===== src/rtl/bfsk_pkg.sv =====
// types, constants and sine table math for the byte fsk modulator
`timescale 1ns / 1ps
`default_nettype none

package bfsk_pkg;

    localparam int SAMPLE_W     = 16;
    localparam int MAG_W        = 15;
    localparam int STEP_W       = 32;
    localparam int SPB_W        = 10;
    localparam int BYTE_W       = 8;
    localparam int PEND_W       = 4;
    localparam int CFG_IDX_W    = 2;
    localparam int SERIES_TERMS = 14;

    localparam logic [STEP_W-1:0] SPACE_STEP_RST = 32'd116869857;
    localparam logic [STEP_W-1:0] MARK_STEP_RST  = 32'd214261404;
    localparam logic [SPB_W-1:0]  SPB_RST        = 10'd441;
    localparam logic [MAG_W-1:0]  FULL_SCALE     = 15'd32767;
    localparam logic [63:0]       HALF_PI_Q62    = 64'h6487ED5110B4611A;

    // (2n)(2n+1) for the sine series terms
    localparam logic [63:0] SERIES_DENOM [SERIES_TERMS] = '{
        64'd6, 64'd20, 64'd42, 64'd72, 64'd110, 64'd156, 64'd210,
        64'd272, 64'd342, 64'd420, 64'd506, 64'd600, 64'd702, 64'd812
    };

    typedef enum logic {
        KIND_LOAD = 1'b0,
        KIND_TICK = 1'b1
    } t_kind;

    typedef enum logic [CFG_IDX_W-1:0] {
        CFG_SPACE_STEP      = 2'd0,
        CFG_MARK_STEP       = 2'd1,
        CFG_SAMPLES_PER_BIT = 2'd2
    } t_cfg_idx;

    typedef struct packed {
        logic valid;
        logic rejected;
        logic tone_bit;
        logic last_of_bit;
        logic last_of_byte;
    } t_seq_res;

    function automatic logic [63:0] mul_q62(input logic [63:0] a, input logic [63:0] b);
        logic [127:0] prod;
        prod = {64'd0, a} * {64'd0, b};
        return prod[125:62];
    endfunction

    // trunc(32767 * sin(pi/2 * j / 2^qbits)), evaluated at elaboration
    function automatic logic [MAG_W-1:0] quarter_sine(input int j, input int qbits);
        logic [63:0] arg;
        logic [63:0] xv;
        logic [63:0] x2;
        logic [63:0] term;
        logic [63:0] acc;
        logic [63:0] scaled;
        arg  = 64'(j) << (62 - qbits);
        xv   = mul_q62(HALF_PI_Q62, arg);
        x2   = mul_q62(xv, xv);
        term = xv;
        acc  = xv;
        for (int n = 1; n <= SERIES_TERMS; n++) begin
            term = mul_q62(term, x2) / SERIES_DENOM[n-1];
            if (n[0]) begin
                acc = acc - term;
            end else begin
                acc = acc + term;
            end
        end
        scaled = mul_q62(acc, 64'(FULL_SCALE));
        return scaled[MAG_W-1:0];
    endfunction

endpackage

`default_nettype wire


===== src/rtl/bfsk_seq.sv =====
// byte serializer, bit timing and phase accumulator
`timescale 1ns / 1ps
`default_nettype none

module bfsk_seq import bfsk_pkg::*; #(
    parameter int PHASE_BITS = 32,
    parameter int INDEX_BITS = 10
) (
    input  logic                  i_clk,
    input  logic                  i_rst_n,
    input  logic                  i_accept,
    input  t_kind                 i_kind,
    input  logic [BYTE_W-1:0]     i_data_byte,
    input  logic [STEP_W-1:0]     i_space_step,
    input  logic [STEP_W-1:0]     i_mark_step,
    input  logic [SPB_W-1:0]      i_samples_per_bit,
    output t_seq_res              o_res,
    output logic [INDEX_BITS-1:0] o_phase_idx
);

    logic [BYTE_W-1:0]     r_shift_bits;
    logic [BYTE_W-1:0]     n_shift_bits;
    logic [PEND_W-1:0]     r_bits_pending;
    logic [PEND_W-1:0]     n_bits_pending;
    logic [SPB_W-1:0]      r_sample_in_bit;
    logic [SPB_W-1:0]      n_sample_in_bit;
    logic [PHASE_BITS-1:0] r_phase_acc;
    logic [PHASE_BITS-1:0] n_phase_acc;

    logic                  w_active;
    logic                  w_bit;
    logic                  w_tick;
    logic                  w_end_bit;
    logic [PHASE_BITS-1:0] w_step;

    assign w_active  = r_bits_pending != '0;
    assign w_bit     = r_shift_bits[BYTE_W-1];
    assign w_tick    = i_kind == KIND_TICK;
    assign w_end_bit = ({1'b0, r_sample_in_bit} + (SPB_W + 1)'(1)) >= {1'b0, i_samples_per_bit};
    assign w_step    = PHASE_BITS'(w_bit ? i_mark_step : i_space_step);

    always_comb begin
        o_res.valid        = i_accept && w_active;
        o_res.rejected     = !w_tick;
        o_res.tone_bit     = w_tick && w_bit;
        o_res.last_of_bit  = w_tick && w_end_bit;
        o_res.last_of_byte = w_tick && w_end_bit && (r_bits_pending == PEND_W'(1));
    end

    always_comb begin
        n_shift_bits    = r_shift_bits;
        n_bits_pending  = r_bits_pending;
        n_sample_in_bit = r_sample_in_bit;
        n_phase_acc     = r_phase_acc;
        if (i_accept) begin
            if (!w_tick) begin
                if (!w_active) begin
                    n_shift_bits    = i_data_byte;
                    n_bits_pending  = PEND_W'(BYTE_W);
                    n_sample_in_bit = '0;
                    n_phase_acc     = '0;
                end
            end else if (w_active) begin
                if (w_end_bit) begin
                    n_shift_bits    = {r_shift_bits[BYTE_W-2:0], 1'b0};
                    n_bits_pending  = r_bits_pending - 1'b1;
                    n_sample_in_bit = '0;
                    n_phase_acc     = '0;
                end else begin
                    n_sample_in_bit = r_sample_in_bit + 1'b1;
                    n_phase_acc     = r_phase_acc + w_step;
                end
            end
        end
    end

    always_ff @(posedge i_clk) begin
        if (!i_rst_n) begin
            r_shift_bits    <= '0;
            r_bits_pending  <= '0;
            r_sample_in_bit <= '0;
            r_phase_acc     <= '0;
        end else begin
            r_shift_bits    <= n_shift_bits;
            r_bits_pending  <= n_bits_pending;
            r_sample_in_bit <= n_sample_in_bit;
            r_phase_acc     <= n_phase_acc;
        end
    end

    assign o_phase_idx = r_phase_acc[PHASE_BITS-1 -: INDEX_BITS];

endmodule

`default_nettype wire


===== config.mk =====
export PLATFORM = sky130hd
export DESIGN_NAME = bfsk_seq
export DESIGN_NICKNAME = d
export VERILOG_FILES = /design/src/rtl/bfsk_pkg.sv /design/src/rtl/bfsk_seq.sv
export SDC_FILE = /design/constraint.sdc
export NUM_CORES = 1
export LEC_CHECK = 0
export ABC_AREA = 1
export BUFFER_PORTS_ARGS = -buffer_cell sky130_fd_sc_hd__buf_4
export CAP_MARGIN = 25
export CORE_MARGIN = 2
export CORE_UTILIZATION = 52
export DETAILED_ROUTE_END_ITERATION = 16
export PLACE_DENSITY = 0.74
export SYNTH_ARGS = -nofsm -noshare
export SYNTH_HDL_FRONTEND = slang
export SYNTH_SLANG_ARGS = --single-unit

===== constraint.sdc =====
create_clock -name i_clk -period 2.25 [get_ports i_clk]
set_input_delay 0.1125 -clock i_clk [delete_from_list [all_inputs] [get_ports i_clk]]
set_output_delay 0.1125 -clock i_clk [all_outputs]
set_load 0.01 [all_outputs]

==> results.md, run 1 <==
* YS warnings at 0
* Startpoint types: flop
* Reg2Reg Launch Point: r_sample_in_bit[3]
* Status: finished with violations
* R2r setup slk at -0.39 ns
* Pre-CTS WS at -0.163 ns
* Met2 Resource Use GR at approximately 49%
* Row count at 37
* Grt ovf at 0
* Htree depth at 2
* Failing checks: setup timing
* Sequential area share after synthesis at roughly a fifth
* Sink Count at 54
* Routed WL at ~16 mm
* Final nets at between 1000 and 1500
* Fin. max-slew vios at 0
* Vias/cell at 4.91
* Post-synth EDFFs at 0
* Worst reg-to-reg path cell count at 16
* F_max at 375 MHz
* Die Area at ~0.011 mm²
* Leak at about 4.1 nW
* Final GP Congestion at roughly 0.93
* Maximum number of pins on one net before global-route repair at between 40 and 50
* Port buffer count at 100
* Met3 GRT Util at roughly 3.9%
* Hold Worst Slack at between 0.05 and 0.06 ns
* Setup TNS at -17.76 ns
* Vias in the first global route at roughly 5900
* WP data required at 2.14 ns
* Mapped cell area at approximately 0.0054 mm²
* Initial Util at a little over half
* Initial DRC Count at ~250
* ANT nets after route at 0
* TritonCTS clock tree: yes
* Area after DPL at between 0.006 and 0.007 mm²
* Worst vdd rail ir drop at between 0.0005 and 0.0006 V
* Worst Path Arrival at roughly 2.6 ns
* GRT Max-Usage Layer: met2
* Chip height at around 110 µm
* Final instance area at ~0.0075 mm²
* Worst flop-to-flop path endpoint: r_sample_in_bit[4]
* Netlist cell types at 33
* Ant diodes at 0
* Kind of critical path: reg -> out
* Syn nets at roughly 1100
* Final hold vios at 0
* Max Cap Violations at 0
* Die X at ~110 µm
* Worst slew margin at 64.3%
* Synth Register Bits at 54
* Critical path startpoint: r_sample_in_bit[3]
* Fin cells at 1270
* Clock Latency Late Sink at 0.33 ns
* Initial antenna violation count at 0
* Unrepaired setup endpoints after global routing: yes
* CTS Buffer Depth at 2
* GRT Resource Usage Total at 27.3%
* Critical Path Fanout Max at 3
* Drt drc at 0
* Ports at roughly 100
* P per Cell Area at roughly 650 mW/mm²
* Area growth syn-to-layout at 37.7%
* Fin crit period at between 2 and 3 ns
* Detailed-route wire length per cell at approximately 13 µm
* Clk slew on worst S/H paths at 0.11 ns
* Fin crit share at 118%
* Top FF cell, synth: dfxtp_1
* Share of cells above drive strength 1 at 25.8%
* Final setup fails at 56
* Avg Inst Size Synth at 5.63 µm²
* CP Capture Point: o_res[0]
* First-pass GRT wire length at ~25 mm
* Final Power at 4.90 mW
* Hold Path Class: in -> reg
* DR pass1 iterations at 5
* HP Start: i_rst_n
* Met1 track utilization from global routing at about 33%
* TritonCTS buffer count at 5
* Core area at 0.0102 mm²
* DP Cell Count at 1248
* Final setup skew at roughly 0.014 ns
* Detailed Place HPWL at about 11 mm
* CTS Root Buffer Type: clkbuf_8
* Synthesized netlist cell count at 965
* Core Util, Final at approximately three quarters
* Least-Margin Pin Slew at ~0.53 ns
* Async SR Flop Fraction at 0%
* CP endpoint kind: primary output
* Via count at between 6000 and 7000
* Final WS setup at -0.414 ns
where the power goes:
group	leakage (nW)	total (mW)	internal, mW	switching (mW)
clock	0.0506	0.633	0.235	0.398
sequential	0.442	1.20	1.09	0.106
combinational	3.66	3.07	1.36	1.71
total	4.15	4.90	2.68	2.21
worst min path at each step:
stage                                    end  slack, ns  depth (start not counted)
after CTS                 r_sample_in_bit[0]       0.05                          3
final                     r_sample_in_bit[0]       0.05                          3
after global routing      r_sample_in_bit[0]       0.05                          3
after global placement    r_sample_in_bit[0]       0.38                          3
after detailed placement  r_sample_in_bit[0]       0.40                          3
after floorplan           r_sample_in_bit[0]       0.24                          2
critical path: stages (launching register included):
cell and delay (ns):
dfxtp_4 0.40, inv_4 0.04, nor3_4 0.24, nand4_1 0.14, nor2_2 0.14, xor2_1 0.22, ha_1 0.28, inv_1 0.07
o21bai_1 0.09, nor2_2 0.15, nand2_2 0.08, inv_2 0.08, nor2_4 0.04, and3_4 0.15, buf_6 0.11
sequential cells by signal, summed over array words and instances (netlist names):
signal and flops:
r_bits_pending 4, r_phase_acc 32, r_sample_in_bit 10, r_shift_bits 8
area by class of cell:
type                            instances  area, µm²
Sequential cell                        54       1100
Timing Repair Buffer                  196       1630
Fill cell                             915       2750
Clock buffer                            5       68.8
Inverter                              153        577
Clock inverter                          3       28.8
Multi-Input combinational cell        723       3910
Tap cell                              136        170
Yosys cell counts, types with 2 or more instances:
cell type,instances,area (µm²)
a21o_1,2,15.0
o21bai_1,3,22.5
nor2_1,53,199
nand3_2,5,50.1
nand4_1,7,43.8
xor2_1,22,193
buf_2,2,10.0
o21a_1,2,15.0
nand3b_1,4,30.0
or2_2,4,25.0
dfxtp_1,54,1080
nand2_1,428,1610
and3_1,2,12.5
o21ai_0,3,15.0
and2_1,2,12.5
ha_1,46,576
clkbuf_1,16,60.1
nor2_2,3,18.8
buf_4,11,82.6
inv_1,152,571
a21oi_1,77,385
buf_6,5,56.3
nor3_1,3,15.0
nand3_1,50,250
logic make-up (layout without fill, tap and decap cells):
logic type | after synthesis | in the layout | synth area share (%)
adder cells (fa/ha/maj) | 47 | 47 | 11.0
AND/OR/NAND/NOR | 564 | 564 | 42.2
buffers and inverters | 188 | 357 | 14.6
flip-flops | 54 | 54 | 19.9
XOR/XNOR | 22 | 22 | 3.55
AO/OA/AOI/OAI | 90 | 90 | 8.80
per-layer routing:
layer	up-vias	wire [µm]
met5	-	0
met3	30	875
met1	2772	7010
met4	0	388
li1	3278	-
met2	161	7670
cell usage in the layout (no fill, tap or decap), drive strengths merged:
cell    count
a21o        2
a21oi      77
a22oi       2
and2        2
and3        2
buf       194
clkbuf      7
clkinv      1
dfxtp      54
fa          1
ha         46
inv       155
nand2     429
nand3      55
nand3b      4
nand4       7
nor2       57
nor3        4
o21a        2
o21ai       4
o21bai      3
or2         4
xor2       22
timing repair:
action	in CTS	in global routing
gates resized for setup	16	82
buffers inserted	4	8
hold buffers	0	0
pin swaps	11	34
cloned	0	4
setup endpoints to repair	56	56
Note: power is estimated with default switching activity, not from simulation.
==> run 2, diff against run 1 <==
CORE_UTILIZATION = 30   (was 52)
PLACE_DENSITY = unset   (was 0.74)
PLACE_DENSITY_LB_ADDON = 0.05   (was unset)
==> results.md, run 2 (synthesized netlist as in run 1, its figures left out) <==
* Reg2Reg Launch Point: r_sample_in_bit[1]
* Clock Latency Late Sink at 0.32 ns (about the same)
* Via count at 6028 (-3.4%)
* Share of cells above drive strength 1 at 28.8% (+3.0 points)
* Least-Margin Pin Slew at 0.842 ns (+0.307 ns)
* Fin crit share at 118% (-0.28 points)
* Worst vdd rail ir drop at 0.000355 V (-37%)
* ANT nets after route at 0 (unchanged)
* HP Start: i_rst_n
* Fin. max-slew vios at 0 (unchanged)
* Final hold vios at 0 (unchanged)
* GRT Resource Usage Total at 18.8% (-8.5 points)
* Ports at 101 (unchanged)
* Worst flop-to-flop path endpoint: r_phase_acc[28]
* TritonCTS buffer count at 5 (unchanged)
* WHS Path Cells at 3 (unchanged)
* Final WS setup at -0.407 ns (+0.00626 ns)
* Startpoint types: flop
* Top flop regs: r_phase_acc: 32 flops, r_sample_in_bit: 10 flops, r_shift_bits: 8 flops
* Final GP Congestion at 0.868 (-7.0%)
* Hold Path Class: in -> reg
* Kind of critical path: reg -> reg
* CTS Root Buffer Type: clkbuf_16
* Routed WL at 18.0 mm (+13%)
* Unrepaired setup endpoints after global routing: yes
* Worst slew margin at 43.9% (-20 points)
* Die Area at 0.0192 mm² (+70%)
* Final Power at 5.29 mW (+8.0%)
* Layout fillers at 1960 (+110%)
* Area growth syn-to-layout at 44.5%
* R2r setup slk at -0.41 ns (-0.02 ns)
* Hold Path End: r_sample_in_bit[0]
* Row count at 49 (+32%)
* Worst Path Arrival at 2.90 ns (+0.35 ns)
* Initial DRC Count at 198 (-22%)
* Htree depth at 2 (unchanged)
* Most frequent cells in the layout: nand2_1, buf_4, inv_1
* Max reg flops at 32 (unchanged)
* Drt drc at 0 (unchanged)
* TritonCTS clock tree: yes
* Maximum number of pins on one net before global-route repair at 54 (+26%)
* Chip height at 139 µm (+30%)
* Final setup fails at 56 (unchanged)
* Sink Count at 54 (unchanged)
* Final nets at 1280 (+1.1%)
* Detailed Place HPWL at 13.6 mm (+19%)
* CTS Buffer Depth at 2 (unchanged)
* WP data required at 2.49 ns (+0.35 ns)
* Detailed-route wire length per cell at 13.0 µm (+4.0%)
* Clk slew on worst S/H paths at 0.08 ns (-0.03 ns)
* Core area at 0.0178 mm² (+74%)
* CP endpoint kind: flop
* Final setup skew at 0.0108 ns (-0.00312 ns)
* Leak at 4.29 nW (+3.5%)
* Int Pwr at 2.94 mW (+9.6%)
* Sw Pwr at 2.35 mW (+6.2%)
* Comb pwr share at 61.0% (-1.6 points)
* Initial Util at 30.4% (-23 points)
* Vias in the first global route at 6051 (+3.3%)
* Critical Path Fanout Max at 7 (+4)
* Critical path startpoint: r_sample_in_bit[1]
* Fin crit period at 2.66 ns (-0.00626 ns)
* Core Util, Final at 44.0% (-29 points)
* Ant diodes at 0 (unchanged)
* Net Sw Frac at 44.4% (-0.78 points)
* F_max at 376 MHz (+0.24%)
* Worst reg-to-reg path cell count at 17 (+1)
* Die X at 139 µm (+30%)
* Clk pwr share at 16.4% (+3.5 points)
* Vias/cell at 4.38 (-11%)
* Failing checks: setup timing
* P per Cell Area at 674 mW/mm² (+3.0%)
* Grt ovf at 0 (unchanged)
* First-pass GRT wire length at 29.6 mm (+17%)
* Port buffer count at 100 (unchanged)
* Max Cap Violations at 0 (unchanged)
* Commonest non-fill, non-tap cell in the layout: nand2_1
* Hold buffers post-CTS at 0 (unchanged)
* Status: finished with violations
* DR pass1 iterations at 7 (+2)
* Sequential share of power at 22.6% (-1.8 points)
* Initial antenna violation count at 0 (unchanged)
* Most flop-heavy register: r_phase_acc
==> run 2: cell type report <==
class                           count  area [µm²]  share of cell area, %
Tap cell                          229         287                   3.65
Clock inverter                      3        26.3                  0.335
Multi-Input combinational cell    723        4010                   51.1
Timing Repair Buffer              210        1730                   22.1
Sequential cell                    54        1090                   13.9
Clock buffer                        5         125                   1.59
Inverter                          153         577                   7.35
==> run 2: per-layer routing <==
metal	vias up	track usage [%]	share of wire (%)
met3	16	3.66	4.8
met1	2622	24.2	46
met2	89	32.6	47
met4	0	4.40	1.6
li1	3301	-	-
met5	-	0	0
==> run 2: worst max-delay path: stages (launching register included) <==
cell,delay (ns)
dfxtp_4,0.38
ha_4,0.14
nand3_4,0.07
nor2_4,0.15
nand2_2,0.08
xor2_2,0.23
ha_4,0.24
a21oi_2,0.13
o21a_1,0.12
nand2_1,0.05
nand2_2,0.09
nand2_2,0.07
buf_4,0.15
nor2_4,0.14
buf_6,0.16
buf_12,0.15
nand3_2,0.08
a21oi_2,0.13
==> run 2: power groups by stage <==
stage | clock network [mW] | registers [mW] | logic [mW]
after floorplan | 0 | 1.19 | 1.74
after global placement | 0 | 1.21 | 2.86
after detailed placement | 0 | 1.21 | 2.85
after CTS | 0.912 | 1.19 | 3.08
after global routing | 0.939 | 1.21 | 3.62
final | 0.868 | 1.20 | 3.23
==> run 2: metrics by stage <==
step                      setup TNS, ns  cells  setup slack [ns]  area, µm²  hold WS (ns)
after floorplan                       0    965           0.00714       5460         0.241
after global placement            -7.31   1359            -0.211       7070         0.376
after detailed placement          -7.62   1359            -0.225       7070         0.378
after CTS                        -15.17   1378            -0.413       7520        0.0403
after global routing             -26.30   1377            -0.574       7850        0.0902
final                            -16.51   1377            -0.407       7850        0.0709
==> run 2: how the worst max path moves through the flow <==
stage,endpoint,slack [ns],cells past startpoint
after floorplan,r_phase_acc[16],0.007,18
after global placement,r_phase_acc[28],-0.21,17
after detailed placement,r_phase_acc[28],-0.23,17
after CTS,o_res[0],-0.41,15
after global routing,r_phase_acc[24],-0.57,17
final,r_phase_acc[28],-0.41,17
==> run 2: timing repair <==
action                                 CTS  global route
setup endpoints to repair               56            56
buffers inserted                         9             3
endpoints found under the hold margin    0             0
gates cloned                             2             1
pin swaps                               21            51
resized for setup                       39            94
